[src/umsf_pkg.sv]
// Shared types and constants for the USB-MIDI packet to serial byte queue.
// No dependencies; used by the top level and its port checker.
package umsf_pkg;

   localparam int QUEUE_DEPTH_DEFAULT = 16;
   localparam int COUNT_W = 2;
   localparam int CODE_W = 4;
   localparam int BYTE_W = 8;

   typedef enum logic {
      OP_PACKET = 1'b0,
      OP_TICK   = 1'b1
   } op_type;

   // MIDI bytes carried by each code index
   localparam logic [COUNT_W-1:0] BYTE_COUNT_TABLE [16] = '{
      2'd0, 2'd0, 2'd2, 2'd3, 2'd3, 2'd1, 2'd2, 2'd3,
      2'd3, 2'd3, 2'd3, 2'd3, 2'd2, 2'd2, 2'd3, 2'd1
   };

   // result waiting for the queue read data
   typedef struct packed {
      logic              send_valid;
      logic              accepted;
      logic              dropped;
      logic              use_mem;
      logic [BYTE_W-1:0] byte_fwd;
   } stage_type;

endpackage

[src/usb_midi_packet_to_serial_fifo_unit.sv]
// USB-MIDI event packets in, MIDI bytes for the serial transmitter out.
// Ring queue in a single-port-write synchronous memory; uses umsf_pkg.
//
// Each accepted item gives one result item, through the stage register and
// then the output register. A packet that queues more than one MIDI byte
// holds off the input until its later bytes are written, as the byte queue
// memory has a single write port. The queue has QUEUE_DEPTH slots
// and holds QUEUE_DEPTH-1 bytes; a packet that does not fit is dropped whole
// and flagged. A packet arriving while the line is idle sends its first byte
// in its own result. Results wait in an output register, so new items are
// accepted while a result is still pending.
module usb_midi_packet_to_serial_fifo_unit #(
   parameter int QUEUE_DEPTH = umsf_pkg::QUEUE_DEPTH_DEFAULT
) (
   input  logic                        clock,
   input  logic                        reset,
   input  logic                        req_valid,
   output logic                        req_ready,
   input  logic                        req_operation,
   input  logic [umsf_pkg::CODE_W-1:0] req_code_index,
   input  logic [umsf_pkg::BYTE_W-1:0] req_midi_first,
   input  logic [umsf_pkg::BYTE_W-1:0] req_midi_second,
   input  logic [umsf_pkg::BYTE_W-1:0] req_midi_third,
   output logic                        rsp_valid,
   input  logic                        rsp_ready,
   output logic                        rsp_send_valid,
   output logic [umsf_pkg::BYTE_W-1:0] rsp_send_byte,
   output logic                        rsp_accepted,
   output logic                        rsp_dropped
);

   localparam int PTR_W = $clog2(QUEUE_DEPTH);
   localparam int SUM_W = PTR_W + 1;
   localparam int BW = umsf_pkg::BYTE_W;

   function automatic logic [PTR_W-1:0] next_slot(input logic [PTR_W-1:0] s);
      if (s == PTR_W'(QUEUE_DEPTH - 1)) return '0;
      return s + 1'b1;
   endfunction

   logic [BW-1:0] queue_mem [QUEUE_DEPTH];
   logic [BW-1:0] rd_data_ff;

   logic [PTR_W-1:0] rd_ptr_ff, rd_ptr_in;
   logic [PTR_W-1:0] wr_ptr_ff, wr_ptr_in;
   logic             line_idle_ff, line_idle_in;

   // background writes of the second and third packet bytes
   logic [umsf_pkg::COUNT_W-1:0] wr_left_ff, wr_left_in;
   logic [PTR_W-1:0]             wr_addr_ff, wr_addr_in;
   logic [BW-1:0]                byte1_ff, byte1_in;
   logic [BW-1:0]                byte2_ff, byte2_in;

   logic                 s1_valid_ff, s1_valid_in;
   umsf_pkg::stage_type  s1_ff, s1_in;

   logic          out_valid_ff, out_valid_in;
   logic          out_send_valid_ff, out_accepted_ff, out_dropped_ff;
   logic [BW-1:0] out_byte_ff;

   logic                         accept, s1_adv, busy;
   logic                         is_tick, empty, drop, pop;
   logic [umsf_pkg::COUNT_W-1:0] count;
   logic [SUM_W-1:0]             fill, room, wr_sum;
   logic [PTR_W-1:0]             wr_adv;
   logic                         mem_we;
   logic [PTR_W-1:0]             mem_waddr;
   logic [BW-1:0]                mem_wdata;

   assign busy   = (wr_left_ff != '0);
   assign s1_adv = s1_valid_ff && (!out_valid_ff || rsp_ready);
   assign req_ready = !busy && (!s1_valid_ff || s1_adv);
   assign accept = req_valid && req_ready;

   assign is_tick = (umsf_pkg::op_type'(req_operation) == umsf_pkg::OP_TICK);
   assign count   = umsf_pkg::BYTE_COUNT_TABLE[req_code_index];
   assign empty   = (rd_ptr_ff == wr_ptr_ff);

   always_comb begin
      if (wr_ptr_ff >= rd_ptr_ff) begin
         fill = {1'b0, wr_ptr_ff} - {1'b0, rd_ptr_ff};
      end else begin
         fill = {1'b0, wr_ptr_ff} + SUM_W'(QUEUE_DEPTH) - {1'b0, rd_ptr_ff};
      end
      room   = SUM_W'(QUEUE_DEPTH - 1) - fill;
      wr_sum = {1'b0, wr_ptr_ff} + SUM_W'(count);
      if (wr_sum >= SUM_W'(QUEUE_DEPTH)) begin
         wr_adv = PTR_W'(wr_sum - SUM_W'(QUEUE_DEPTH));
      end else begin
         wr_adv = wr_sum[PTR_W-1:0];
      end
   end

   assign drop = !is_tick && (SUM_W'(count) > room);
   // tick pops when non-empty; a packet pops its first byte if the line idles
   assign pop  = is_tick ? !empty : (!drop && count != '0 && line_idle_ff);

   always_comb begin
      rd_ptr_in    = rd_ptr_ff;
      wr_ptr_in    = wr_ptr_ff;
      line_idle_in = line_idle_ff;
      wr_left_in   = busy ? wr_left_ff - 1'b1 : wr_left_ff;
      wr_addr_in   = busy ? next_slot(wr_addr_ff) : wr_addr_ff;
      byte1_in     = busy ? byte2_ff : byte1_ff;
      byte2_in     = byte2_ff;
      mem_we       = busy;
      mem_waddr    = wr_addr_ff;
      mem_wdata    = byte1_ff;
      s1_in        = s1_ff;
      if (accept) begin
         s1_in.send_valid = pop;
         s1_in.accepted   = !is_tick && !drop;
         s1_in.dropped    = drop;
         // packet into an empty queue: the popped byte is still being written
         s1_in.use_mem    = pop && !empty;
         s1_in.byte_fwd   = (pop && empty) ? req_midi_first : '0;
         if (pop) begin
            rd_ptr_in    = next_slot(rd_ptr_ff);
            line_idle_in = 1'b0;
         end else if (is_tick) begin
            line_idle_in = 1'b1;
         end
         if (!is_tick && !drop && count != '0) begin
            wr_ptr_in  = wr_adv;
            mem_we     = 1'b1;
            mem_waddr  = wr_ptr_ff;
            mem_wdata  = req_midi_first;
            wr_left_in = count - 1'b1;
            wr_addr_in = next_slot(wr_ptr_ff);
            byte1_in   = req_midi_second;
            byte2_in   = req_midi_third;
         end
      end
   end

   assign s1_valid_in  = accept || (s1_valid_ff && !s1_adv);
   assign out_valid_in = s1_adv || (out_valid_ff && !rsp_ready);

   always_ff @(posedge clock) begin
      if (mem_we) begin
         queue_mem[mem_waddr] <= mem_wdata;
      end
      if (accept) begin
         rd_data_ff <= queue_mem[rd_ptr_ff];
      end
   end

   always_ff @(posedge clock) begin
      if (reset) begin
         rd_ptr_ff    <= '0;
         wr_ptr_ff    <= '0;
         line_idle_ff <= 1'b1;
         wr_left_ff   <= '0;
         s1_valid_ff  <= 1'b0;
         out_valid_ff <= 1'b0;
      end else begin
         rd_ptr_ff    <= rd_ptr_in;
         wr_ptr_ff    <= wr_ptr_in;
         line_idle_ff <= line_idle_in;
         wr_left_ff   <= wr_left_in;
         s1_valid_ff  <= s1_valid_in;
         out_valid_ff <= out_valid_in;
      end
   end

   always_ff @(posedge clock) begin
      wr_addr_ff <= wr_addr_in;
      byte1_ff   <= byte1_in;
      byte2_ff   <= byte2_in;
      s1_ff      <= s1_in;
      if (s1_adv) begin
         out_send_valid_ff <= s1_ff.send_valid;
         out_accepted_ff   <= s1_ff.accepted;
         out_dropped_ff    <= s1_ff.dropped;
         out_byte_ff       <= s1_ff.use_mem ? rd_data_ff : s1_ff.byte_fwd;
      end
   end

   assign rsp_valid      = out_valid_ff;
   assign rsp_send_valid = out_send_valid_ff;
   assign rsp_send_byte  = out_byte_ff;
   assign rsp_accepted   = out_accepted_ff;
   assign rsp_dropped    = out_dropped_ff;

endmodule

[config.mk]
export PLATFORM = sky130hd
export DESIGN_NAME = usb_midi_packet_to_serial_fifo_unit
export DESIGN_NICKNAME = d
export VERILOG_FILES = /design/src/umsf_pkg.sv /design/src/usb_midi_packet_to_serial_fifo_unit.sv
export SDC_FILE = /design/constraint.sdc
export NUM_CORES = 1
export LEC_CHECK = 0
export BUFFER_PORTS_ARGS = -buffer_cell sky130_fd_sc_hd__buf_2
export CAP_MARGIN = 20
export CORE_ASPECT_RATIO = 1.25
export CORE_MARGIN = 2
export CORE_UTILIZATION = 60
export DETAILED_ROUTE_END_ITERATION = 10
export HOLD_SLACK_MARGIN = 0.06
export PLACE_DENSITY_LB_ADDON = 0.15
export SKIP_LAST_GASP = 1
export SLEW_MARGIN = 10
export SYNTH_ARGS = -nofsm -noshare
export SYNTH_HDL_FRONTEND = slang
export SYNTH_SLANG_ARGS = --single-unit
[constraint.sdc]
create_clock -name clock -period 5.7 [get_ports clock]
set_input_delay 1.71 -clock clock [delete_from_list [all_inputs] [get_ports clock]]
set_output_delay 1.71 -clock clock [all_outputs]
set_load 0.02 [all_outputs]
# After elaboration in Yosys (flattened, before gate mapping)
# Memories as Yosys holds them, arrays and structs flattened. A register that Yosys moved wholly into a read port is not among the register bits.
# Index checks and enable logic that the tools add are counted.
dict set report totals {
  ram_bits 128
  inputBits 33
  rom_bits 32
  memories 2
  wordCells 108
  register_bits 56
  out_inout_bits 13
}
# memory depth width read_ports rd_clocked_by_memory_dff wr line_no
set memory_table {}
lappend memory_table {queue_mem 16 8 1 1 1 usb_midi_packet_to_serial_fifo_unit.sv:41} ;# logic [BW-1:0] queue_mem [QUEUE_DEPTH];
lappend memory_table {{(no name shown)} 16 2 1 0 0 usb_midi_packet_to_serial_fifo_unit.sv:76} ;# assign count = umsf_pkg::BYTE_COUNT_TABLE[req_code_index];
dict set report classes {
  addsub 11
  order_cmp 4
  bitwise_logic 1
  muxes 38
  eq_ne 4
  reduce_logical 30
}
# operator n
set ops {}
lappend ops {{$mux 4} 12}
lappend ops {{$mux 8} 6}
lappend ops {{$mux 1} 14}
lappend ops {{$add 4x1->4 const B} 3}
lappend ops {{$eq 4x4->1 const B} 3}
lappend ops {{$logic_and 1x1->1} 12}
lappend ops {{$ge 5x5->1 const B} 2}
lappend ops {{$mux 2} 5}
lappend ops {{$logic_not 1->1} 8}
lappend ops {{$reduce_and 2->1} 3}
lappend ops {{$reduce_bool 2->1} 3}
lappend ops {{$add 4x2->5} 1}
lappend ops {{$add 4x5->5 const B} 1}
lappend ops {{$gt 2x5->1} 1}
lappend ops {{$mux 5} 1}
lappend ops {{$not 4->5} 1}
lappend ops {{$sub 4x4->5} 1}
lappend ops {{$sub 4x5->5 const A} 1}
lappend ops {{$sub 5x4->5} 1}
lappend ops {{$eq 4x4->1} 1}
lappend ops {{$ge 4x4->1} 1}
lappend ops {{$logic_or 1x1->1} 4}
lappend ops {{$sub 2x1->2 const B} 2}
lappend ops {{$sub 4x1->4 const B} 1}

# Depth between registers and ports, before layout
# Gate-level depths: netlist of run 1.
dict set report depth {
  depth_word 14
  mapped_depth 14
  mapped_depth_nobuf 11
}

# Worst setup path before layout of run 1
# OpenSTA, ideal clock, no wires.
dict set report synth_path {
  kind {input port to flip-flop}
  from {input req_code_index[2] in the netlist's numbering}
  to {memory queue_mem[0][0] in the netlist's numbering (enable)}
  n_path_buf 2
  t_arrival_ns 4.327
  required_time_ns 5.302
  stages 10
  slack_ns 0.975
  setup_ns 0.398
  path_cell_list {nor2b_1 -> o31a_1 -> ha_1 -> nor2b_1 -> o211ai_1 -> nor4_2 -> or2_1 -> buf_4 -> buf_6 -> o41ai_1}
}
dict set report synth_via {
  elab_chain_len 13
  word_cells_on_any_way 16
  classes_between {order compare (1); mux (8); bitwise (1); reduce/logical (5); memory (1)}
}
# item line_no
set synth_lines {}
lappend synth_lines {{from (decl)} usb_midi_packet_to_serial_fifo_unit.sv:20} ;# input logic [umsf_pkg::CODE_W-1:0] req_code_index,
lappend synth_lines {{$not 4->5 (implied by the code) (*)} usb_midi_packet_to_serial_fifo_unit.sv:76}
lappend synth_lines {{$mem_v2 16x2 (*)} --}
lappend synth_lines {{$mux 2 (implied by the code) (*) (2 in series)} usb_midi_packet_to_serial_fifo_unit.sv:76}
lappend synth_lines {{$gt 2x5->1} usb_midi_packet_to_serial_fifo_unit.sv:94} ;# assign drop = !is_tick && (SUM_W'(count) > room);
lappend synth_lines {{$logic_and 1x1->1} usb_midi_packet_to_serial_fifo_unit.sv:94}
lappend synth_lines {{$logic_not 1->1} usb_midi_packet_to_serial_fifo_unit.sv:123} ;# if (!is_tick && !drop && count != '0) begin
lappend synth_lines {{$logic_and 1x1->1} usb_midi_packet_to_serial_fifo_unit.sv:123}
lappend synth_lines {{$logic_and 1x1->1 (*)} usb_midi_packet_to_serial_fifo_unit.sv:123}
lappend synth_lines {{$mux 1} usb_midi_packet_to_serial_fifo_unit.sv:123}
lappend synth_lines {{$mux 1} usb_midi_packet_to_serial_fifo_unit.sv:110} ;# if (accept) begin
lappend synth_lines {{$mux 1} usb_midi_packet_to_serial_fifo_unit.sv:140} ;# if (mem_we) begin
lappend synth_lines {{$mux 1 (implied by the code)} usb_midi_packet_to_serial_fifo_unit.sv:141} ;# queue_mem[mem_waddr] <= mem_wdata;
lappend synth_lines {{to (decl)} usb_midi_packet_to_serial_fifo_unit.sv:41}
# Every way passes the cells marked *; elsewhere a longest branch is shown, timed or not. The select of a mux whose other input is x is not followed.

# Final worst setup path of run 1
dict set report layout_path {
  from {input req_code_index[3] in the netlist's numbering}
  to {memory queue_mem[4][0] in the netlist's numbering (enable)}
}
# Same word-level chain as after synthesis.

==> metrics.csv, run 1 <==
metric,value,unit
status,completed,
routed vias/inst,6.28,
Yosys cell types,60,
CP required,5.74,ns
Core Box Area,13200,um^2
Site Rows,47,
sequential fraction of the synthesis area,67.7,%
Seq pwr share,52.7,%
Hold Buf Count CTS,0,
pin count of the biggest net entering global routing,38,
#FFs+latches synth,192,
crit-path cells,buf_2 > xnor2_1 > o21ai_0 > inv_1 > ha_1 > nor2_1 > nand2_1 > buf_4 > or2_1 > buf_4 > o41ai_2,
DR WL/cell,23.0,um
port bufs,45,
share of layout cells above drive strength 1,26.9,%
Final setup viols,0,
"Slowest-stage cell, CP",o41ai_2,
Stages on worst setup path,11,
Mean Syn Cell Area,15.8,um^2
clock share of power,32.5,%
fin area,9140,um^2
type of origin of the critical path,primary input,
DR DRC count,0,
Cells after DPL,723,
RSZ-0062 raised after global routing,no,
CP bufs+invs,4,
Antenna Cells,0,
P_int,0.00246,W
YS warnings,0,
dpl hpwl,11500,um
Nets,618,
H-tree levels,4,
"Slew Viols, Final",0,
Routed Antenna Nets,0,
Max-slew headroom,24.7,%
Leak Pwr,3.18,nW
Root Buffer,clkbuf_16,
GP Congestion,0.905,
initial antenna violation count,0,
dpl cell area,8610,um^2
crit-path leading delay family,compound AO/OA/AOI/OAI gates,
Sw Pwr,0.000878,W
most numerous cell on the critical path,buf_4,
"Largest stage delay, worst path",0.96,ns
CTS buffer count,17,
# clock sinks,192,
area of the mapped netlist,8150,um^2
ys flop type,edfxtp_1,
synthesized instance count,515,
Max Root-Sink Buffers,2,
fmax,0.217,GHz
Gate power share,14.8,%
Switching Fraction,26.3,%
"Power, Total",0.00334,W
drt first pass iters,5,
Clock Skew,0.00807,ns
Final Hold Viols,0,
Area Growth Syn to Fin,12.2,%
DRT iter0 DRCs,418,
multi-input logic area,2460,um^2
die width,108,um
Resized cells post-CTS,0,
clock-pin transition on the worst setup and hold timing paths,0.07,ns
TritonCTS clock tree,built,
Syn Nets,562,
Fin Hold WS,0.422,ns
Final period util,80.8,%
vias after detailed routing,4740,
Pwr Density,365,nW/um^2
TNS Setup,0,ns
Die ar.,14500,um^2
vias in the first global route,4782,
number of flops mapped to enable cells by yosys,167,
initial core utilization,61.6,%
I/O pin total,46,
Async SR Flop Fraction,0,%
"non-filler cells, final",755,
final wirelength,17300,um
clk_lat worst skew,0.42,ns
peak supply drop,0.000206,V
Hold Path Class,reg -> reg,
Congestion Overflow GR,0,
post-layout min period,4.61,ns
gr usage total,25.6,%
CP Class,in -> reg,
Die H,134,um
# fillers,902,
cells on worst reg2reg path,10,
maxcap violations,0,
"Setup Fix Bufs, Post-CTS",0,
first-pass GRT wire length,26900,um
Slew @ Worst Pin,1.12,ns
hold depth,0,
CP Max Fanout,16,
sequential cell area,5520,um^2
CP arrival,4.65,ns
crit end category,flip-flop,
==> through the flow <==
stage	util, %	setup slack [ns]
2_1_floorplan	-	0.975
3_3_place_gp	65.0	0.791
3_5_place_dp	65.0	0.593
4_1_cts	69.1	1.04
5_1_grt	69.1	0.939
6_report	69.1	1.09
==> placed cells by master, fill, tap and decap left out, types with 13 or more instances in the layout <==
master / instances
nand2_1: 54
dfxtp_1: 24
a21oi_1: 19
nor3_1: 13
buf_4: 20
mux4_2: 32
clkbuf_16: 17
buf_2: 45
edfxtp_1: 167
o31ai_1: 14
==> state kept, by name (all words and copies together), names as in the netlist, 2 cells and up <==
signal,flops
queue_mem,128
s1_ff,12
byte1_ff,8
byte2_ff,8
rd_data_ff,8
rsp_send_byte,8
rd_ptr_ff,4
wr_addr_ff,4
wr_ptr_ff,4
wr_left_ff,2
==> path summary, 6_finish.rpt <==
| kind | slack [ns] | end | from |
|---|---|---|---|
| worst max-delay path | 1.09 | queue_mem[4][0] | req_code_index[3] |
| worst min-delay path | 0.42 | rsp_accepted | s1_ff[10] |
| worst min register to register | 0.42 | rsp_accepted | s1_ff[10] |
| worst max register to register | 1.18 | queue_mem[4][0] | rd_ptr_ff[1] |
==> area by class of cell <==
class	count	share of cell area, %
flip-flops and latches	192	60.3
multi-input cells	284	26.9
clock buffers	19	4.74
repair buffers	65	4.11
well taps	171	2.34
clock inverters	13	1.14
inverters	11	0.452
==> logic make-up after synthesis <==
logic type,count (synthesis),share of synthesized area [%]
AND/OR/NAND/NOR,131,8.20
AO/OA/AOI/OAI,75,6.25
XOR/XNOR,4,0.430
flip-flops,192,67.7
multiplexers,60,12.9
buffers and inverters,39,2.21
adder cells (fa/ha/maj),14,2.33
==> metal layers <==
| layer | up-vias | wire length, um | GRT usage, % |
|---|---|---|---|
| met4 | 0 | 463 | 7.83 |
| met5 | - | 0 | 0 |
| li1 | 2136 | - | - |
| met3 | 34 | 955 | 4.71 |
| met1 | 2371 | 6740 | 33.2 |
| met2 | 199 | 9180 | 44.1 |
==> cells in the mapped netlist, types with 3 or more instances <==
master    instances  area share (%)
and3_1            8            0.61
mux2i_1          11             1.4
mux4_2           32             8.8
mux2_4            7             1.3
nor2_1           12            0.55
edfxtp_1        167              62
nand2b_1          3            0.23
o21ai_0          10            0.61
buf_2             6            0.37
mux2_2           10             1.4
buf_4             3            0.28
o31ai_1          14             1.3
buf_1             5            0.23
nor3_1           13            0.80
a31oi_1           9            0.69
xnor2_1           3            0.32
o21a_1            3            0.28
clkbuf_1         12            0.55
nor2b_1           6            0.46
nor3b_1           3            0.28
dfxtp_1          25             6.1
o41ai_1           3            0.32
inv_1             8            0.37
nand3_1           5            0.31
ha_1             12             1.8
nand2_1          54             2.5
and2_1            9            0.69
a21oi_1          19             1.2
==> power by group through the flow <==
stage                     Clock (W)  Combinational [W]  Sequential [W]
after CTS                   0.00110           0.000500         0.00176
after detailed placement          0           0.000497         0.00179
after floorplan                   0           0.000353         0.00176
after global placement            0           0.000483         0.00179
final                       0.00108           0.000495         0.00176
after global routing        0.00116           0.000544         0.00177
(Power assumes the default switching activity.)
==> run 2: changes to the inputs <==
Clock period 5.7 ns to 4.7 ns, I/O delays scaled along.
==> run 2 against run 1 <==
  * Non-clock buffer count grew 2
  * Design area grew 0.78%
  * Via count shrank 1.8%
  * Sequential power grew 21%
  * Wire length shrank 1.4%
  * Die area is the same
  * Power grew 25%
  * Critical endpoint is now queue_mem[6][7]
  * First-iteration DRC count grew 2.9%
==> metrics.csv, run 2 (synthesized netlist as in run 1, its figures left out) <==
metric,value,unit,change
dpl hpwl,11300,um,was 11500 um
hold_sp,s1_ff[10],,unchanged
Die ar.,14500,um^2,unchanged
Antenna Cells,0,,unchanged
"Setup Fix Bufs, Post-CTS",0,,unchanged
Site Rows,47,,unchanged
Hold Buf Count CTS,0,,unchanged
drt first pass iters,5,,unchanged
"non-filler cells, final",757,,was 755
Die H,134,um,unchanged
"Largest stage delay, worst path",0.53,ns,was 0.96 ns
DR DRC count,0,,unchanged
DRT iter0 DRCs,430,,was 418
CP Class,in -> reg,,unchanged
clock-pin transition on the worst setup and hold timing paths,0.07,ns,about the same
Core Box Area,13200,um^2,unchanged
Cells after DPL,725,,was 723
Routed Antenna Nets,0,,unchanged
Slew @ Worst Pin,1.04,ns,was 1.12 ns
final wirelength,17100,um,was 17300 um
status,completed,,unchanged
cells on worst reg2reg path,9,,was 10
initial antenna violation count,0,,unchanged
post-layout min period,3.80,ns,
Root Buffer,clkbuf_16,,unchanged
Final setup viols,0,,unchanged
Final Hold Viols,0,,unchanged
clk_lat worst skew,0.43,ns,was 0.42 ns
setup slack after layout,0.904,ns,was 1.09 ns
most frequent cells in the layout,"167 x edfxtp_1, 54 x nand2_1, 45 x buf_2",,unchanged
H-tree levels,4,,unchanged
Leak Pwr,3.22,nW,was 3.18 nW
CP Max Fanout,18,,was 16
Critical R2R Capture,queue_mem[6][7],,was queue_mem[4][0]
peak supply drop,0.000304,V,was 0.000206 V
hold depth,0,,unchanged
R2R setup slack,1.12,ns,was 1.18 ns
GP Congestion,0.828,,was 0.905
first-pass GRT wire length,25800,um,was 26900 um
pin count of the biggest net entering global routing,38,,unchanged
CTS buffer count,17,,unchanged
"leading cell type in the layout, fill and taps excluded",edfxtp_1,,unchanged
Resized cells post-CTS,0,,unchanged
worst r2r src,rd_ptr_ff[1],,unchanged
Max Root-Sink Buffers,2,,unchanged
share of layout cells above drive strength 1,27.1,%,was 26.9%
most numerous cell on the critical path,nor2b_1,,was buf_4
gr usage total,25.0,%,was 25.6%
TritonCTS clock tree,built,,unchanged
CP required,4.83,ns,was 5.74 ns
DR WL/cell,22.6,um,was 23.0 um
hold worst-path end,rsp_accepted,,unchanged
port bufs,45,,unchanged
RSZ-0062 raised after global routing,no,,unchanged
TNS Setup,0,ns,unchanged
"Slew Viols, Final",0,,unchanged
max reg flops,128,,unchanged
Biggest register,queue_mem,,unchanged
vias after detailed routing,4654,,was 4740
CP arrival,3.93,ns,was 4.65 ns
I/O pin total,46,,unchanged
post-place setup slack,0.475,ns,was 0.593 ns
fmax,0.263,GHz,
Nets,620,,was 618
crit end category,flip-flop,,unchanged
Pwr Density,453,nW/um^2,was 365 nW/um^2
Area Growth Syn to Fin,13.1,%,was 12.2%
routed vias/inst,6.15,,was 6.28
Final period util,80.8,%,
# clock sinks,192,,unchanged
leading registers by flop count,"queue_mem: 128 flops, s1_ff: 12 flops",,unchanged
Hold Path Class,reg -> reg,,unchanged
die width,108,um,unchanged
"Slowest-stage cell, CP",mux2_2,,was o41ai_2
vias in the first global route,4577,,was 4782
initial core utilization,61.6,%,unchanged
crit-path cells,buf_2 > nor2b_1 > o31a_1 > ha_1 > nor2b_1 > o211ai_1 > nor4_2 > or2_1 > inv_2 > mux2_2,,was buf_2 > xnor2_1 > o21ai_0 > inv_1 > ha_1 > nor2_1 > nand2_1 > buf_4 > or2_1 > buf_4 > o41ai_2
type of origin of the critical path,primary input,,unchanged
Clock Skew,0.00806,ns,was 0.00807 ns
Max-slew headroom,30.3,%,was 24.7%
maxcap violations,0,,unchanged
Congestion Overflow GR,0,,unchanged
run 2: cell count changes in the layout (fill, tap and decap cells not counted), sizes merged:
cell	previous run	this run
clkinv	4	3
bufinv	0	2
clkbuf	19	20
buf	65	67
clkinvlp	4	2
run 2: area by class of cell:
type	instances	area, um^2
Sequential cell	192	5520
Fill cell	886	4020
Multi-Input combinational cell	284	2460
Clock buffer	20	447
Timing Repair Buffer	67	390
Tap cell	171	214
Clock inverter	12	146
Inverter	11	41.3
run 2: stage by stage:
stage | power, W | instance area (um^2) | hold slack [ns] | util, %
6_report | 0.00417 | 9210 | 0.438 | 69.6
5_1_grt | 0.00433 | 9210 | 0.441 | 69.6
4_1_cts | 0.00420 | 9210 | 0.437 | 69.6
3_5_place_dp | 0.00277 | 8620 | 0.418 | 65.2
3_3_place_gp | 0.00275 | 8620 | 0.402 | 65.2
2_1_floorplan | 0.00256 | 8150 | 0.400 | -
run 2: how the worst max path moves through the flow:
| stage | start | endpoint | slack (ns) | cells past startpoint |
|---|---|---|---|---|
| after floorplan | req_code_index[2] | queue_mem[0][0] | 0.27 | 10 |
| final | req_code_index[2] | queue_mem[6][7] | 0.90 | 10 |
| after global routing | req_code_index[2] | queue_mem[6][7] | 0.80 | 10 |
| after global placement | req_code_index[2] | queue_mem[4][7] | 0.54 | 10 |
| after detailed placement | req_code_index[2] | queue_mem[4][7] | 0.47 | 10 |
| after CTS | req_code_index[2] | queue_mem[6][7] | 0.91 | 10 |
run 2: report_power, final:
group          switching, W  leakage (nW)  internal [W]
clock              0.000631         0.286      0.000811
combinational      0.000359          1.21      0.000238
sequential        0.0000750          1.73       0.00206
total               0.00106          3.22       0.00311
run 2: worst max-delay path: cells and delay by family:
kind	cells	cell delay, ns
fa+ha+maj	1	0.32
mux	1	0.53
buf+inv	2	0.49
compound gates	2	0.58
simple gates	4	0.60
run 2: layer usage:
metal | GRT usage, % | vias up | share of wire, %
li1 | - | 2137 | -
met1 | 31.8 | 2347 | 39
met2 | 42.7 | 142 | 53
met3 | 4.86 | 28 | 4.9
met4 | 9.19 | 0 | 2.3
met5 | 0 | - | 0
==> run 3: changes to the inputs <==
Settings changed: ABC_AREA from default to 1.
Clock period 4.7 ns to 3.95 ns, I/O delays scaled along.
==> run 3 against run 2 <==
  * Die area decreased by 0.67%
  * Synthesized cell count increased by 37%
  * Critical path depth increased by 4
  * Critical endpoint is now queue_mem[5][4]
  * Design area increased by 0.87%
  * Worst setup slack got worse by 0.37 ns
  * Synthesized area decreased by 0.69%
  * Power increased by 31%
  * Combinational power increased by 83%
  * Sequential cell count unchanged
==> metrics.csv, run 3 <==
metric,value,unit,change
Synth top area share,62.0,%,was 61.6%
"leading cell type in the layout, fill and taps excluded",edfxtp_1,,unchanged
Pwr Density,586,nW/um^2,was 453 nW/um^2
Syn Nets,750,,was 562
TritonCTS clock tree,built,,unchanged
Nets,814,,was 620
CP Launch Point,rd_ptr_ff[2],,was req_code_index[2]
most numerous cell on the critical path,nand2_1,,was nor2b_1
"count leader, synth",edfxtp_1,,unchanged
dpl hpwl,12900,um,was 11300 um
Max Root-Sink Buffers,2,,unchanged
maxcap violations,0,,unchanged
# clock sinks,192,,unchanged
Site Rows,47,,unchanged
Hold Path Class,reg -> reg,,unchanged
peak supply drop,0.000381,V,was 0.000304 V
CP Class,reg -> reg,,was in -> reg
initial core utilization,61.1,%,was 61.6%
ys flop type,edfxtp_1,,unchanged
hold depth,0,,unchanged
"Largest stage delay, worst path",0.77,ns,was 0.53 ns
Yosys cell types,35,,was 60
clock-pin transition on the worst setup and hold timing paths,0.07,ns,about the same
gr usage total,28.1,%,was 25.0%
"Power, Total",0.00545,W,was 0.00417 W
"Slowest-stage cell, CP",dfxtp_1,,was mux2_2
Congestion Overflow GR,0,,unchanged
pin count of the biggest net entering global routing,70,,was 38
RSZ-0062 raised after global routing,no,,unchanged
DRT iter0 DRCs,560,,was 430
Routed Antenna Nets,0,,unchanged
Antenna Cells,0,,unchanged
CP arrival,3.55,ns,was 3.93 ns
cells on worst reg2reg path,14,,was 9
final wirelength,18900,um,was 17100 um
post-place setup slack,0.182,ns,was 0.475 ns
CP Max Fanout,20,,was 18
max reg flops,128,,unchanged
Mean Syn Cell Area,11.5,um^2,was 15.8 um^2
Hold Buf Count CTS,0,,unchanged
H-tree levels,4,,unchanged
Die ar.,14400,um^2,was 14500 um^2
Max-slew headroom,32.2,%,was 30.3%
Root Buffer,clkbuf_16,,unchanged
#FFs+latches synth,192,,unchanged
Final setup viols,0,,unchanged
hold_sp,s1_ff[10],,unchanged
Leak Pwr,3.50,nW,was 3.22 nW
clk_lat worst skew,0.44,ns,was 0.43 ns
Final Hold Viols,0,,unchanged
CP required,4.09,ns,was 4.83 ns
Area contributors post-synth,"edfxtp_1 62%, dfxtp_1 6.2%, nor2_1 5.2%",,"was edfxtp_1 62%, mux4_2 8.8%, dfxtp_1 6.1%"
DR DRC count,0,,unchanged
crit-path cells,inv_1 > ha_1 > a21oi_1 > nand2_1 > nand2_1 > nand2_1 > nand2_4 > nand3_4 > nand2_1 > nand2_1 > inv_1 > nand2_1 > nor2_1 > buf_4,,was buf_2 > nor2b_1 > o31a_1 > ha_1 > nor2b_1 > o211ai_1 > nor4_2 > or2_1 > inv_2 > mux2_2
Seq pwr share,47.6,%,was 51.1%
DR WL/cell,19.9,um,was 22.6 um
Switching Fraction,29.0,%,was 25.5%
share of layout cells above drive strength 1,16.7,%,was 27.1%
"Setup Fix Bufs, Post-CTS",0,,unchanged
vias after detailed routing,5620,,was 4654
YS warnings,0,,unchanged
Sw Pwr,0.00158,W,was 0.00106 W
Cells after DPL,919,,was 725
routed vias/inst,5.91,,was 6.15
die width,108,um,about the same
initial antenna violation count,0,,unchanged
Die H,134,um,about the same
Gate power share,20.0,%,was 14.3%
leading registers by flop count,"queue_mem: 128 flops, s1_ff: 12 flops",,unchanged
Core Box Area,13200,um^2,unchanged
GP Congestion,0.921,,was 0.828
number of flops mapped to enable cells by yosys,167,,unchanged
R2R setup slack,0.54,ns,was 1.12 ns
most frequent cells in the layout,"167 x edfxtp_1, 111 x nor2_1, 99 x nand2_1",,"was 167 x edfxtp_1, 54 x nand2_1, 45 x buf_2"
area of the mapped netlist,8090,um^2,was 8150 um^2
port bufs,45,,unchanged
hold worst-path end,rsp_accepted,,unchanged
type of origin of the critical path,flip-flop,,was primary input
fmax,0.293,GHz,
Slew @ Worst Pin,1.02,ns,was 1.04 ns
sequential fraction of the synthesis area,68.2,%,was 67.7%
synthesized instance count,703,,was 515
first-pass GRT wire length,29300,um,was 25800 um
Yosys top cell by area,edfxtp_1,,unchanged
drt first pass iters,6,,was 5
P_int,0.00387,W,was 0.00311 W
I/O pin total,46,,unchanged
vias in the first global route,5503,,was 4577
Commonest cells post-synth,"167 x edfxtp_1, 111 x nor2_1, 99 x nand2_1, 76 x o21ai_0, 47 x inv_1",,"was 167 x edfxtp_1, 54 x nand2_1, 32 x mux4_2, 25 x dfxtp_1, 19 x a21oi_1"
CTS buffer count,17,,unchanged
"Slew Viols, Final",0,,unchanged
crit end category,flip-flop,,unchanged
Async SR Flop Fraction,0,%,unchanged
worst r2r src,rd_ptr_ff[2],,was rd_ptr_ff[1]
status,completed,,unchanged
"non-filler cells, final",951,,was 757
clock share of power,32.4,%,was 34.6%
setup slack after layout,0.536,ns,was 0.904 ns
Resized cells post-CTS,0,,unchanged
Critical R2R Capture,queue_mem[5][4],,was queue_mem[6][7]
TNS Setup,0,ns,unchanged
Clock Skew,0.00743,ns,was 0.00806 ns
Area Growth Syn to Fin,14.9,%,was 13.1%
Biggest register,queue_mem,,unchanged
Final period util,86.4,%,
post-layout min period,3.41,ns,
[run 3: kinds of logic (layout without fill, tap and decap cells)]
group / count (synthesis) / in the layout / synth area share, %
buffers and inverters: 82 / 159 / 4.08
and+or+nand+nor: 255 / 255 / 13.5
AOI/OAI and AO/OA: 149 / 149 / 10.4
muxes: 8 / 8 / 1.11
adders and majority gates: 14 / 14 / 2.35
xor gates and xnor gates: 3 / 3 / 0.325
DFF: 192 / 192 / 68.2
[run 3: final cells by class]
| type | instances | area [um^2] |
|---|---|---|
| clock buffers | 17 | 425 |
| clock inverters | 15 | 181 |
| fillers | 949 | 3940 |
| inverters | 51 | 191 |
| multi-input cells | 429 | 2240 |
| flip-flops and latches | 192 | 5520 |
| well taps | 171 | 214 |
| repair buffers | 76 | 520 |
[run 3: critical path, delay by kind of cell (launching register included)]
kind	cells	cell delay, ns
AND/OR/NAND/NOR	9	1.14
flip-flops	1	0.77
buffers and inverters	3	0.58
adder cells (fa/ha/maj)	1	0.42
AO/OA/AOI/OAI	1	0.20
[run 3: stage by stage]
step | hold slack (ns) | area, um^2 | utilization (%)
3_3_place_gp | 0.406 | 8690 | 65.7
3_5_place_dp | 0.415 | 8690 | 65.7
6_report | 0.431 | 9290 | 70.2
5_1_grt | 0.454 | 9290 | 70.2
4_1_cts | 0.431 | 9290 | 70.2
2_1_floorplan | 0.400 | 8090 | -
[run 3: how the worst max path moves through the flow]
| stage | to |
|---|---|
| 6_report | queue_mem[5][4] |
| 5_1_grt | queue_mem[2][3] |
| 4_1_cts | queue_mem[1][3] |
| 3_5_place_dp | queue_mem[5][2] |
| 3_3_place_gp | queue_mem[5][2] |
| 2_1_floorplan | queue_mem[0][0] |
[run 3: routing by layer]
metal	vias up	global-route usage [%]	share of wire, %
li1	2628	-	-
met1	2717	37.3	40
met2	235	45.3	50
met3	40	6.41	7.2
met4	0	11.2	2.9
met5	-	0	0
[run 3: power groups by stage]
stage	sequential, W	combinational (W)	clock (W)
detailed placement	0.00264	0.00108	0
finish	0.00259	0.00109	0.00176
global placement	0.00263	0.00107	0
global route	0.00261	0.00120	0.00185
CTS	0.00259	0.00109	0.00178
floorplan	0.00263	0.000625	0
